===== config.mk =====
export PLATFORM = sky130hd
export DESIGN_NAME = json_byte_tokenizer_top
export DESIGN_NICKNAME = d
export VERILOG_FILES = /design/src/rtl/core/jbt_pkg.sv /design/src/rtl/core/jbt_lex.sv /design/src/rtl/core/json_byte_tokenizer_top.sv
export VERILOG_INCLUDE_DIRS = /design/src /design/src/rtl/core
export SDC_FILE = /design/constraint.sdc
export NUM_CORES = 1
export LEC_CHECK = 0
export BUFFER_PORTS_ARGS = -buffer_cell sky130_fd_sc_hd__buf_2
export CELL_PAD_IN_SITES_DETAIL_PLACEMENT = 0
export CELL_PAD_IN_SITES_GLOBAL_PLACEMENT = 2
export CORE_AREA = 2 2 125 127
export CTS_CLUSTER_DIAMETER = 40
export DETAILED_ROUTE_END_ITERATION = 6
export DIE_AREA = 0 0 127 129
export GPL_ROUTABILITY_DRIVEN = 0
export PLACE_DENSITY_LB_ADDON = 0.1
export SLEW_MARGIN = 20
export SYNTH_ARGS = -nofsm -noshare
export SYNTH_HDL_FRONTEND = slang
export SYNTH_SLANG_ARGS = --single-unit

===== constraint.sdc =====
create_clock -name clk -period 8.61 [get_ports clk]
set_input_delay 0.4305 -clock clk [delete_from_list [all_inputs] [get_ports clk]]
set_output_delay 0.4305 -clock clk [all_outputs]
set_load 0.02 [all_outputs]

===== src/rtl/core/assert_macros.svh =====
// Assertion helpers; define ASSERT_OFF to drop all checks.
`ifndef ASSERT_MACROS_SVH
`define ASSERT_MACROS_SVH

`ifndef ASSERT_OFF

`define ASSERT_IMPLY(lbl, clk, rst_n, ante, cons) \
    lbl: assert property (@(posedge clk) disable iff (!rst_n) (ante) |-> (cons)) \
        else $error("assertion failed");

`define ASSERT_NEXT(lbl, clk, rst_n, ante, cons) \
    lbl: assert property (@(posedge clk) disable iff (!rst_n) (ante) |=> (cons)) \
        else $error("assertion failed");

`else

`define ASSERT_IMPLY(lbl, clk, rst_n, ante, cons)

`define ASSERT_NEXT(lbl, clk, rst_n, ante, cons)

`endif

`endif


===== src/rtl/core/jbt_pkg.sv =====
package jbt_pkg;

    typedef enum logic [3:0] {
        KIND_UNDEF    = 4'd0,
        KIND_END      = 4'd1,
        KIND_CB_OPEN  = 4'd2,
        KIND_CB_CLOSE = 4'd3,
        KIND_SB_OPEN  = 4'd4,
        KIND_SB_CLOSE = 4'd5,
        KIND_COLON    = 4'd6,
        KIND_COMMA    = 4'd7,
        KIND_STRING   = 4'd8,
        KIND_INTEGER  = 4'd9,
        KIND_DECIMAL  = 4'd10,
        KIND_BOOLEAN  = 4'd11,
        KIND_NULL     = 4'd12
    } kind_t;

    typedef enum logic [2:0] {
        MODE_IDLE    = 3'd0,
        MODE_STRING  = 3'd1,
        MODE_ESCAPE  = 3'd2,
        MODE_NUMBER  = 3'd3,
        MODE_LITERAL = 3'd4
    } mode_t;

    typedef struct packed {
        logic       is_token;
        kind_t      kind;
        logic [7:0] text_byte;
        logic       last;
    } res_t;

    typedef struct packed {
        logic [1:0] n;
        res_t       r0;
        res_t       r1;
    } lex_out_t;

    localparam int QDEPTH = 4;
    localparam int QPTR_W = $clog2(QDEPTH);
    localparam int QCNT_W = $clog2(QDEPTH + 1);

    localparam logic [7:0] CH_NUL    = 8'h00;
    localparam logic [7:0] CH_SPACE  = 8'h20;
    localparam logic [7:0] CH_TAB    = 8'h09;
    localparam logic [7:0] CH_CR     = 8'h0D;
    localparam logic [7:0] CH_LBRACE = 8'h7B;
    localparam logic [7:0] CH_RBRACE = 8'h7D;
    localparam logic [7:0] CH_LBRACK = 8'h5B;
    localparam logic [7:0] CH_RBRACK = 8'h5D;
    localparam logic [7:0] CH_COLON  = 8'h3A;
    localparam logic [7:0] CH_COMMA  = 8'h2C;
    localparam logic [7:0] CH_QUOTE  = 8'h22;
    localparam logic [7:0] CH_BSLASH = 8'h5C;
    localparam logic [7:0] CH_MINUS  = 8'h2D;
    localparam logic [7:0] CH_DOT    = 8'h2E;
    localparam logic [7:0] CH_0      = 8'h30;
    localparam logic [7:0] CH_9      = 8'h39;
    localparam logic [7:0] CH_LC_B   = 8'h62;
    localparam logic [7:0] CH_LC_F   = 8'h66;
    localparam logic [7:0] CH_LC_N   = 8'h6E;
    localparam logic [7:0] CH_LC_R   = 8'h72;
    localparam logic [7:0] CH_LC_T   = 8'h74;

    localparam logic [39:0] LIT_TRUE  = 40'h0074727565;
    localparam logic [39:0] LIT_FALSE = 40'h66616C7365;
    localparam logic [39:0] LIT_NULL  = 40'h006E756C6C;

    function automatic res_t mk_tok(input kind_t k);
        res_t r;
        r.is_token  = 1'b1;
        r.kind      = k;
        r.text_byte = 8'h00;
        r.last      = 1'b0;
        return r;
    endfunction

    function automatic res_t mk_txt(input logic [7:0] b);
        res_t r;
        r.is_token  = 1'b0;
        r.kind      = KIND_UNDEF;
        r.text_byte = b;
        r.last      = 1'b0;
        return r;
    endfunction

endpackage


===== src/rtl/core/jbt_lex.sv =====
module jbt_lex
(
    input  logic               clk,
    input  logic               rst_n,
    input  logic               step_en,
    input  logic [7:0]         in_byte,
    input  logic               in_end,
    output jbt_pkg::lex_out_t  lex_out
);
    import jbt_pkg::*;

    typedef struct packed {
        logic       vld;
        res_t       res;
        mode_t      mode;
        logic       lit_load;
        logic [2:0] lit_left;
    } idle_t;

    mode_t       mode_reg, mode_next;
    logic [1:0]  dot_count_reg, dot_count_next;
    logic        last_dot_reg, last_dot_next;
    logic [2:0]  lit_left_reg, lit_left_next;
    logic [39:0] lit_buf_reg, lit_buf_next;

    idle_t       idl;
    logic [39:0] buf_shift;
    logic [2:0]  left_dec;
    kind_t       lit_kind;
    kind_t       num_kind;
    lex_out_t    o;

    function automatic idle_t idle_step(input logic [7:0] b);
        idle_t s;
        s.vld      = 1'b1;
        s.res      = mk_tok(KIND_UNDEF);
        s.mode     = MODE_IDLE;
        s.lit_load = 1'b0;
        s.lit_left = 3'd0;
        if (b == CH_SPACE || (b >= CH_TAB && b <= CH_CR))
        begin
            s.vld = 1'b0;
        end
        else
        begin
            unique case (b)
                CH_NUL:    s.res = mk_tok(KIND_END);
                CH_LBRACE: s.res = mk_tok(KIND_CB_OPEN);
                CH_RBRACE: s.res = mk_tok(KIND_CB_CLOSE);
                CH_LBRACK: s.res = mk_tok(KIND_SB_OPEN);
                CH_RBRACK: s.res = mk_tok(KIND_SB_CLOSE);
                CH_COLON:  s.res = mk_tok(KIND_COLON);
                CH_COMMA:  s.res = mk_tok(KIND_COMMA);
                CH_QUOTE:
                begin
                    s.vld  = 1'b0;
                    s.mode = MODE_STRING;
                end
                default:
                begin
                    if ((b >= CH_0 && b <= CH_9) || b == CH_MINUS)
                    begin
                        s.res  = mk_txt(b);
                        s.mode = MODE_NUMBER;
                    end
                    else if (b == CH_LC_N || b == CH_LC_T || b == CH_LC_F)
                    begin
                        s.res      = mk_txt(b);
                        s.mode     = MODE_LITERAL;
                        s.lit_load = 1'b1;
                        s.lit_left = (b == CH_LC_F) ? 3'd4 : 3'd3;
                    end
                end
            endcase
        end
        return s;
    endfunction

    function automatic logic [7:0] decode_escape(input logic [7:0] b);
        logic [7:0] d;
        unique case (b)
            CH_LC_B: d = 8'h08;
            CH_LC_F: d = 8'h0C;
            CH_LC_N: d = 8'h0A;
            CH_LC_R: d = 8'h0D;
            CH_LC_T: d = 8'h09;
            default: d = b;
        endcase
        return d;
    endfunction

    always_comb
    begin
        idl       = idle_step(in_byte);
        buf_shift = {lit_buf_reg[31:0], in_byte};
        left_dec  = (lit_left_reg == 3'd0) ? 3'd0 : lit_left_reg - 3'd1;
        if (buf_shift == LIT_TRUE || buf_shift == LIT_FALSE)
            lit_kind = KIND_BOOLEAN;
        else if (buf_shift == LIT_NULL)
            lit_kind = KIND_NULL;
        else
            lit_kind = KIND_UNDEF;
        if (last_dot_reg)
            num_kind = KIND_UNDEF;
        else if (dot_count_reg != 2'd0)
            num_kind = KIND_DECIMAL;
        else
            num_kind = KIND_INTEGER;
    end

    always_comb
    begin
        mode_next      = mode_reg;
        dot_count_next = dot_count_reg;
        last_dot_next  = last_dot_reg;
        lit_left_next  = lit_left_reg;
        lit_buf_next   = lit_buf_reg;
        o.n            = 2'd0;
        o.r0           = mk_tok(KIND_UNDEF);
        o.r1           = mk_tok(KIND_UNDEF);

        if (in_end)
        begin
            if (mode_reg == MODE_ESCAPE)
            begin
                o.r0 = mk_tok(KIND_STRING);
                o.r1 = mk_tok(KIND_END);
                o.n  = 2'd2;
            end
            else if (mode_reg != MODE_IDLE)
            begin
                o.r0 = mk_tok(KIND_UNDEF);
                o.r1 = mk_tok(KIND_END);
                o.n  = 2'd2;
            end
            else
            begin
                o.r0 = mk_tok(KIND_END);
                o.n  = 2'd1;
            end
            mode_next      = MODE_IDLE;
            dot_count_next = 2'd0;
            last_dot_next  = 1'b0;
            lit_left_next  = 3'd0;
            lit_buf_next   = 40'd0;
        end
        else
        begin
            unique case (mode_reg)
                MODE_STRING:
                begin
                    if (in_byte == CH_QUOTE)
                    begin
                        o.r0      = mk_tok(KIND_STRING);
                        o.n       = 2'd1;
                        mode_next = MODE_IDLE;
                    end
                    else if (in_byte == CH_BSLASH)
                    begin
                        mode_next = MODE_ESCAPE;
                    end
                    else
                    begin
                        o.r0 = mk_txt(in_byte);
                        o.n  = 2'd1;
                    end
                end
                MODE_ESCAPE:
                begin
                    o.r0      = mk_txt(decode_escape(in_byte));
                    o.n       = 2'd1;
                    mode_next = MODE_STRING;
                end
                MODE_NUMBER:
                begin
                    if (dot_count_reg == 2'd2)
                    begin
                        // byte after a second dot is swallowed
                        o.r0           = mk_tok(KIND_UNDEF);
                        o.n            = 2'd1;
                        mode_next      = MODE_IDLE;
                        dot_count_next = 2'd0;
                        last_dot_next  = 1'b0;
                    end
                    else if (in_byte == CH_DOT)
                    begin
                        o.r0           = mk_txt(in_byte);
                        o.n            = 2'd1;
                        dot_count_next = dot_count_reg + 2'd1;
                        last_dot_next  = 1'b1;
                    end
                    else if (in_byte >= CH_0 && in_byte <= CH_9)
                    begin
                        o.r0          = mk_txt(in_byte);
                        o.n           = 2'd1;
                        last_dot_next = 1'b0;
                    end
                    else
                    begin
                        // terminator is lexed again as a token start
                        o.r0           = mk_tok(num_kind);
                        o.r1           = idl.res;
                        o.n            = idl.vld ? 2'd2 : 2'd1;
                        mode_next      = idl.mode;
                        dot_count_next = 2'd0;
                        last_dot_next  = 1'b0;
                        if (idl.lit_load)
                        begin
                            lit_left_next = idl.lit_left;
                            lit_buf_next  = {32'd0, in_byte};
                        end
                    end
                end
                MODE_LITERAL:
                begin
                    o.r0 = mk_txt(in_byte);
                    if (left_dec == 3'd0)
                    begin
                        o.r1          = mk_tok(lit_kind);
                        o.n           = 2'd2;
                        mode_next     = MODE_IDLE;
                        lit_left_next = 3'd0;
                        lit_buf_next  = 40'd0;
                    end
                    else
                    begin
                        o.n           = 2'd1;
                        lit_left_next = left_dec;
                        lit_buf_next  = buf_shift;
                    end
                end
                default:
                begin
                    o.r0           = idl.res;
                    o.n            = idl.vld ? 2'd1 : 2'd0;
                    mode_next      = idl.mode;
                    dot_count_next = 2'd0;
                    last_dot_next  = 1'b0;
                    if (idl.lit_load)
                    begin
                        lit_left_next = idl.lit_left;
                        lit_buf_next  = {32'd0, in_byte};
                    end
                end
            endcase
        end

        o.r0.last = (o.n == 2'd1);
        o.r1.last = 1'b1;
        lex_out   = o;
    end

    always_ff @(posedge clk or negedge rst_n)
    begin
        if (!rst_n)
        begin
            mode_reg      <= MODE_IDLE;
            dot_count_reg <= 2'd0;
            last_dot_reg  <= 1'b0;
            lit_left_reg  <= 3'd0;
            lit_buf_reg   <= 40'd0;
        end
        else if (step_en)
        begin
            mode_reg      <= mode_next;
            dot_count_reg <= dot_count_next;
            last_dot_reg  <= last_dot_next;
            lit_left_reg  <= lit_left_next;
            lit_buf_reg   <= lit_buf_next;
        end
    end

endmodule


===== src/rtl/core/json_byte_tokenizer_top.sv =====
// channel | dir | tdata           | tuser                         | tlast
// s_axis  | in  | [7:0] data_byte | [0] stream_end                | -
// m_axis  | out | [7:0] text_byte | [0] is_token [4:1] token_kind | last_result
//
// An accepted byte waits in the input register until the queue has room, is
// lexed combinationally and its 0..2 results enter a 4-entry result queue;
// results leave one per cycle while m_axis_tready is high, one result per transfer.
// rst_n (async) returns the lexer to idle and empties both stages.
// tready is high while the input register is empty or the queue holds two
// results or fewer.
module json_byte_tokenizer_top
(
    input  logic        clk,
    input  logic        rst_n,
    input  logic        s_axis_tvalid,
    output logic        s_axis_tready,
    input  logic [7:0]  s_axis_tdata,   // [7:0] data_byte
    input  logic        s_axis_tuser,   // [0] stream_end
    output logic        m_axis_tvalid,
    input  logic        m_axis_tready,
    output logic [7:0]  m_axis_tdata,   // [7:0] text_byte
    output logic [7:0]  m_axis_tuser,   // [0] is_token, [4:1] token_kind
    output logic        m_axis_tlast
);
    import jbt_pkg::*;

    `include "assert_macros.svh"

    logic              in_vld_reg;
    logic [7:0]        in_byte_reg;
    logic              in_end_reg;
    logic              room;
    logic              fire;
    logic              pop;
    lex_out_t          lex_out;
    logic              end_tok_last;

    res_t              q_reg [QDEPTH];
    logic [QPTR_W-1:0] wr_ptr_reg, wr_ptr_next;
    logic [QPTR_W-1:0] rd_ptr_reg, rd_ptr_next;
    logic [QCNT_W-1:0] cnt_reg, cnt_next;
    logic [QCNT_W-1:0] push_n;
    res_t              head;

    assign room          = (cnt_reg <= QCNT_W'(QDEPTH - 2));
    assign fire          = in_vld_reg && room;
    assign s_axis_tready = !in_vld_reg || room;
    assign pop           = m_axis_tvalid && m_axis_tready;

    always_ff @(posedge clk or negedge rst_n)
    begin
        if (!rst_n)
            in_vld_reg <= 1'b0;
        else if (s_axis_tvalid && s_axis_tready)
            in_vld_reg <= 1'b1;
        else if (fire)
            in_vld_reg <= 1'b0;
    end

    always_ff @(posedge clk)
    begin
        if (s_axis_tvalid && s_axis_tready)
        begin
            in_byte_reg <= s_axis_tdata;
            in_end_reg  <= s_axis_tuser;
        end
    end

    jbt_lex u_lex
    (
        .clk     (clk),
        .rst_n   (rst_n),
        .step_en (fire),
        .in_byte (in_byte_reg),
        .in_end  (in_end_reg),
        .lex_out (lex_out)
    );

    always_comb
    begin
        push_n      = fire ? QCNT_W'(lex_out.n) : '0;
        wr_ptr_next = wr_ptr_reg + QPTR_W'(push_n);
        rd_ptr_next = rd_ptr_reg + QPTR_W'(pop);
        cnt_next    = cnt_reg + push_n - QCNT_W'(pop);
    end

    always_ff @(posedge clk or negedge rst_n)
    begin
        if (!rst_n)
        begin
            wr_ptr_reg <= '0;
            rd_ptr_reg <= '0;
            cnt_reg    <= '0;
        end
        else
        begin
            wr_ptr_reg <= wr_ptr_next;
            rd_ptr_reg <= rd_ptr_next;
            cnt_reg    <= cnt_next;
        end
    end

    always_ff @(posedge clk)
    begin
        if (fire && lex_out.n != 2'd0)
            q_reg[wr_ptr_reg] <= lex_out.r0;
        if (fire && lex_out.n == 2'd2)
            q_reg[wr_ptr_reg + QPTR_W'(1)] <= lex_out.r1;
    end

    assign head          = q_reg[rd_ptr_reg];
    assign m_axis_tvalid = (cnt_reg != '0);
    assign m_axis_tdata  = head.text_byte;
    assign m_axis_tuser  = {3'd0, head.kind, head.is_token};
    assign m_axis_tlast  = head.last;

    assign end_tok_last = (lex_out.n == 2'd2) ? (lex_out.r1.kind == KIND_END)
                                              : (lex_out.r0.kind == KIND_END);

    `ASSERT_IMPLY(a_q_bound, clk, rst_n, 1'b1, cnt_reg <= QCNT_W'(QDEPTH))
    `ASSERT_IMPLY(a_end_tok, clk, rst_n, fire && in_end_reg, end_tok_last)
    `ASSERT_NEXT(a_drain, clk, rst_n, pop && !fire, cnt_reg == $past(cnt_reg) - QCNT_W'(1))

endmodule


==> results list <==
- The run finished with clean final reports.
- Yosys mapped a number of flops with a built-in enable equal to 61.
* Total track usage: 22.6%
* Maximum number of pins on one net before global-route repair: 71
- Antenna cell count: 0
- Die Y-Extent: 129 um
- The initial antenna violation count came to 0.
- In this run the power density over the cells is 344 nW/um^2.
- Via-to-Cell Ratio: 6.10
- CTS HTree Levels: 4
* Data arrival time of the worst path: 4.20 ns
- The share of total power dissipated in the clock network is 26.3%.
* Insertion delay of the later-clocked pin in the worst-skew pair: ~0.42 ns
- Synth Area in Adders: 1.70%
* Crit path max fanout: 28
- The completed layout was analyzed and its total power is 2450 uW.
- Fill cells in the final layout number 1403.
- Switching Power: 983 uW
- Cells with a size suffix above 1 make up 13.3% of the layout.
- The critical path is of the reg2reg type.
* Number of global-route vias before repair: 4940
- Initial core utilization: 42.3%
- Proportion of synthesized area in mux cells: approximately 5.2%
- In this run switching power makes up 40.2% of total power.
- DIE AREA: 16400 sq um
- LEAKAGE: 0.00258 uW
- First-pass GRT wire length: 28.2 mm
- The worst setup path is captured at a register.
- Total via count after detailed routing: 5121
- Number of flip-flops under the largest register name: 56
* Final period demand of the worst path: just under 4 ns
* Leading register cell type out of synthesis: sky130_fd_sc_hd__edfxtp_1
- After synthesis, the share of flip-flops with an asynchronous set or reset is 43.0%.
- For the pin with the worst max-slew slack, the measured transition is 0.945 ns.
- Xor-xnor portion of the synthesized cell area: less than 1%
- In this run, post-CTS repair resized a total of 0 instances.
* Part of the Yosys area used for sequential elements: 49.6%
- Post-CTS setup buffers: 0
- In the final routed layout, each cell accounts on average for 20.8 um.
- Setup total negative slack on the finished layout was measured at 0 ns.
- TritonCTS clock tree: yes
* Endpoint required time on the critical path: just under 9 ns
- VDD sags by at most around 150 uV.
- Core area: around 15000 sq um
- The tree built by TritonCTS fans out to 114 sinks.
- Once layout is done, the placed cells without fillers occupy 7120 sq um.
* DRC: 0
* Syn avg cell area: 10.0 sq um
- The placed instances occupy a cell area of approximately 6600 sq um.
* Yosys warns: 0
* Type of the worst min-delay path: in2async
* Number of different library cells in the post-synthesis netlist: 74
- Post-synthesis simple-gate area fraction: about 20%
- Number of buffers between clock root and the deepest sink: 2
* Nets@finish: 660
- Detailed Route WL: around 17 mm
- Mapped cell area: 6330 sq um
* 1st-iter DRT viols: 594
- Fraction of the cycle the final worst path needs: 45.3%
- After legalization and detailed placement, the total HPWL measured 12.7 mm.
- In this run, post-CTS hold repair placed 0 buffers.
* Residual overflow from global routing: 0
* Max-slew violation count: 0
- The first detailed-routing pass took 5 iterations.
- The synthesized netlist devotes 18.5% of its cell area to compound gates.
* I/O pin count: 32
* Number of buffers inserted during clock tree synthesis: 17
* Post-CTS clock slew at the launch and capture registers of the worst setup and hold paths: 0.06 ns
- Synthesis-stage register bit count: 114
- The number of endpoints with negative hold slack in the final report was 0.
- Setup violations remaining at the end of the flow were counted as 0.
* Cell-internal power: 1460 uW
- Of the total power, registers draw 36.8%.
* Port-buffer cells: 28
- Combinational logic burns 36.9% of the power.
- The floorplan step set the die width to 127 um.
* Largest clock skew in the final design: roughly 0.02 ns
- Max Clk Rate: 256 MHz
- Setup slack of the worst register-to-register path: 4.71 ns
* Clock Tree Root: sky130_fd_sc_hd__clkbuf_16
* Synth Instances: roughly 630
- Measured against its own limit, the worst slew margin works out to between 30 and 40%.
- Signed area change from the synthesized netlist to the final layout: 12.5%
- STA classifies the critical path startpoint as a register.
* Unrepaired setup endpoints after global routing: false
* Number of maximum-capacitance violations: 0
- After floorplanning, the core was divided into 45 placement rows.
- Main combinational cell family by area after synthesis: simple AND/OR/NAND/NOR gates
- The detail route stage leaves a number of antenna-violating nets equal to 0.
cell usage after synthesis (all sizes together), types with 9 or more instances:
cell type / count / share of area [%]
nand2: 102 / 6.0
nand2b: 10 / 0.99
buf: 9 / 0.91
inv: 18 / 1.1
o21ai: 60 / 4.7
o22ai: 18 / 1.9
a32o: 9 / 1.4
dfrtp: 49 / 19
a21oi: 22 / 1.9
nand3: 18 / 1.5
nor2: 34 / 2.0
clkbuf: 39 / 2.3
nor3: 15 / 1.2
a22o: 16 / 2.2
mux4: 14 / 5.0
edfxtp: 61 / 29
routing by layer:
metal | wire [um] | vias to the layer above | GRT usage [%] | share of wire (%)
met2 | 8040 | 201 | 34.8 | 46
met3 | 788 | 32 | 4.53 | 4.5
met4 | 479 | 0 | 8.79 | 2.7
met1 | 8170 | 2501 | 31.8 | 47
li1 | - | 2387 | - | -
met5 | 0 | - | 0 | 0
power groups by stage:
stage / clock, uW / combinational (uW) / sequential (uW)
after CTS: 652 / 902 / 901
after global routing: 681 / 987 / 925
after floorplan: 0 / 741 / 790
after global placement: 0 / 894 / 903
final: 643 / 902 / 901
after detailed placement: 0 / 898 / 910
critical path, cell delays in order, from the launching register on:
cell and delay [ns]:
sky130_fd_sc_hd__edfxtp_1 0.97, sky130_fd_sc_hd__o21a_1 0.26, sky130_fd_sc_hd__o22ai_2 0.11, sky130_fd_sc_hd__nor3_1 0.59, sky130_fd_sc_hd__a221oi_2 0.20, sky130_fd_sc_hd__nor2_1 0.45
sky130_fd_sc_hd__inv_1 0.15, sky130_fd_sc_hd__ha_1 0.32, sky130_fd_sc_hd__fa_1 0.44, sky130_fd_sc_hd__xor2_1 0.16, sky130_fd_sc_hd__xnor2_1 0.13
stage by stage:
step	hold WS, ns	util (%)	cells	worst slack, ns
floorplan	0.135	-	633	5.41
finish	0.111	47.5	840	4.71
global placement	0.472	43.9	808	4.93
CTS	0.145	47.5	840	4.80
detailed placement	0.478	43.9	808	4.81
global route	0.171	47.5	840	4.37
path summary, 6_finish.rpt:
kind | start | end | depth (start not counted)
min in group clk | s_axis_tdata[6] | in_byte_reg[6]$_DFFE_PP_ | 1
max in group asynchronous | rst_n | cnt_reg[1]$_DFF_PN0_ | 2
worst max register to register | in_byte_reg[3]$_DFFE_PP_ | cnt_reg[2]$_DFF_PN0_ | 10
worst min register to register | u_lex.lit_buf_reg[27]$_DFFE_PN0P_ | u_lex.lit_buf_reg[27]$_DFFE_PN0P_ | 2
worst min-delay path | rst_n | u_lex.lit_buf_reg[23]$_DFFE_PN0P_ | 2
worst max-delay path | in_byte_reg[3]$_DFFE_PP_ | cnt_reg[2]$_DFF_PN0_ | 10
kinds of logic after synthesis:
group / Yosys count
flops: 114
other cells: 1
xor+xnor: 6
mux: 15
buf+inv: 66
compound gates: 173
fa+ha+maj: 8
simple gates: 248
placed cells by master (no fill, tap or decap), drive strengths merged, types with 4 or more instances in the layout:
cell type / synthesis / layout
a21o: 6 / 6
a21oi: 22 / 22
a22o: 16 / 16
a31oi: 5 / 5
a32o: 9 / 9
and2: 7 / 7
buf: 9 / 35
clkbuf: 39 / 27
clkinv: 0 / 4
dfrtp: 49 / 49
dfxtp: 4 / 4
edfxtp: 61 / 61
ha: 7 / 7
inv: 18 / 19
mux4: 14 / 14
nand2: 102 / 102
nand2b: 10 / 10
nand3: 18 / 18
nand4: 7 / 7
nand4b: 6 / 6
nor2: 34 / 34
nor2b: 7 / 7
nor3: 15 / 15
nor3b: 7 / 7
nor4: 5 / 5
nor4b: 4 / 4
nor4bb: 4 / 4
o21ai: 60 / 60
o22ai: 18 / 18
o32ai: 7 / 7
or3: 7 / 7
area by class of cell:
type | count | area (sq um) | area share (%)
Clock buffer | 27 | 514 | 7.22
Timing Repair Buffer | 35 | 193 | 2.71
Clock inverter | 5 | 26.3 | 0.369
Inverter | 18 | 67.6 | 0.949
Multi-Input combinational cell | 453 | 2940 | 41.4
Sequential cell | 114 | 3140 | 44.1
Tap cell | 188 | 235 | 3.30
No activity file was read; power rests on OpenSTA's default activity.
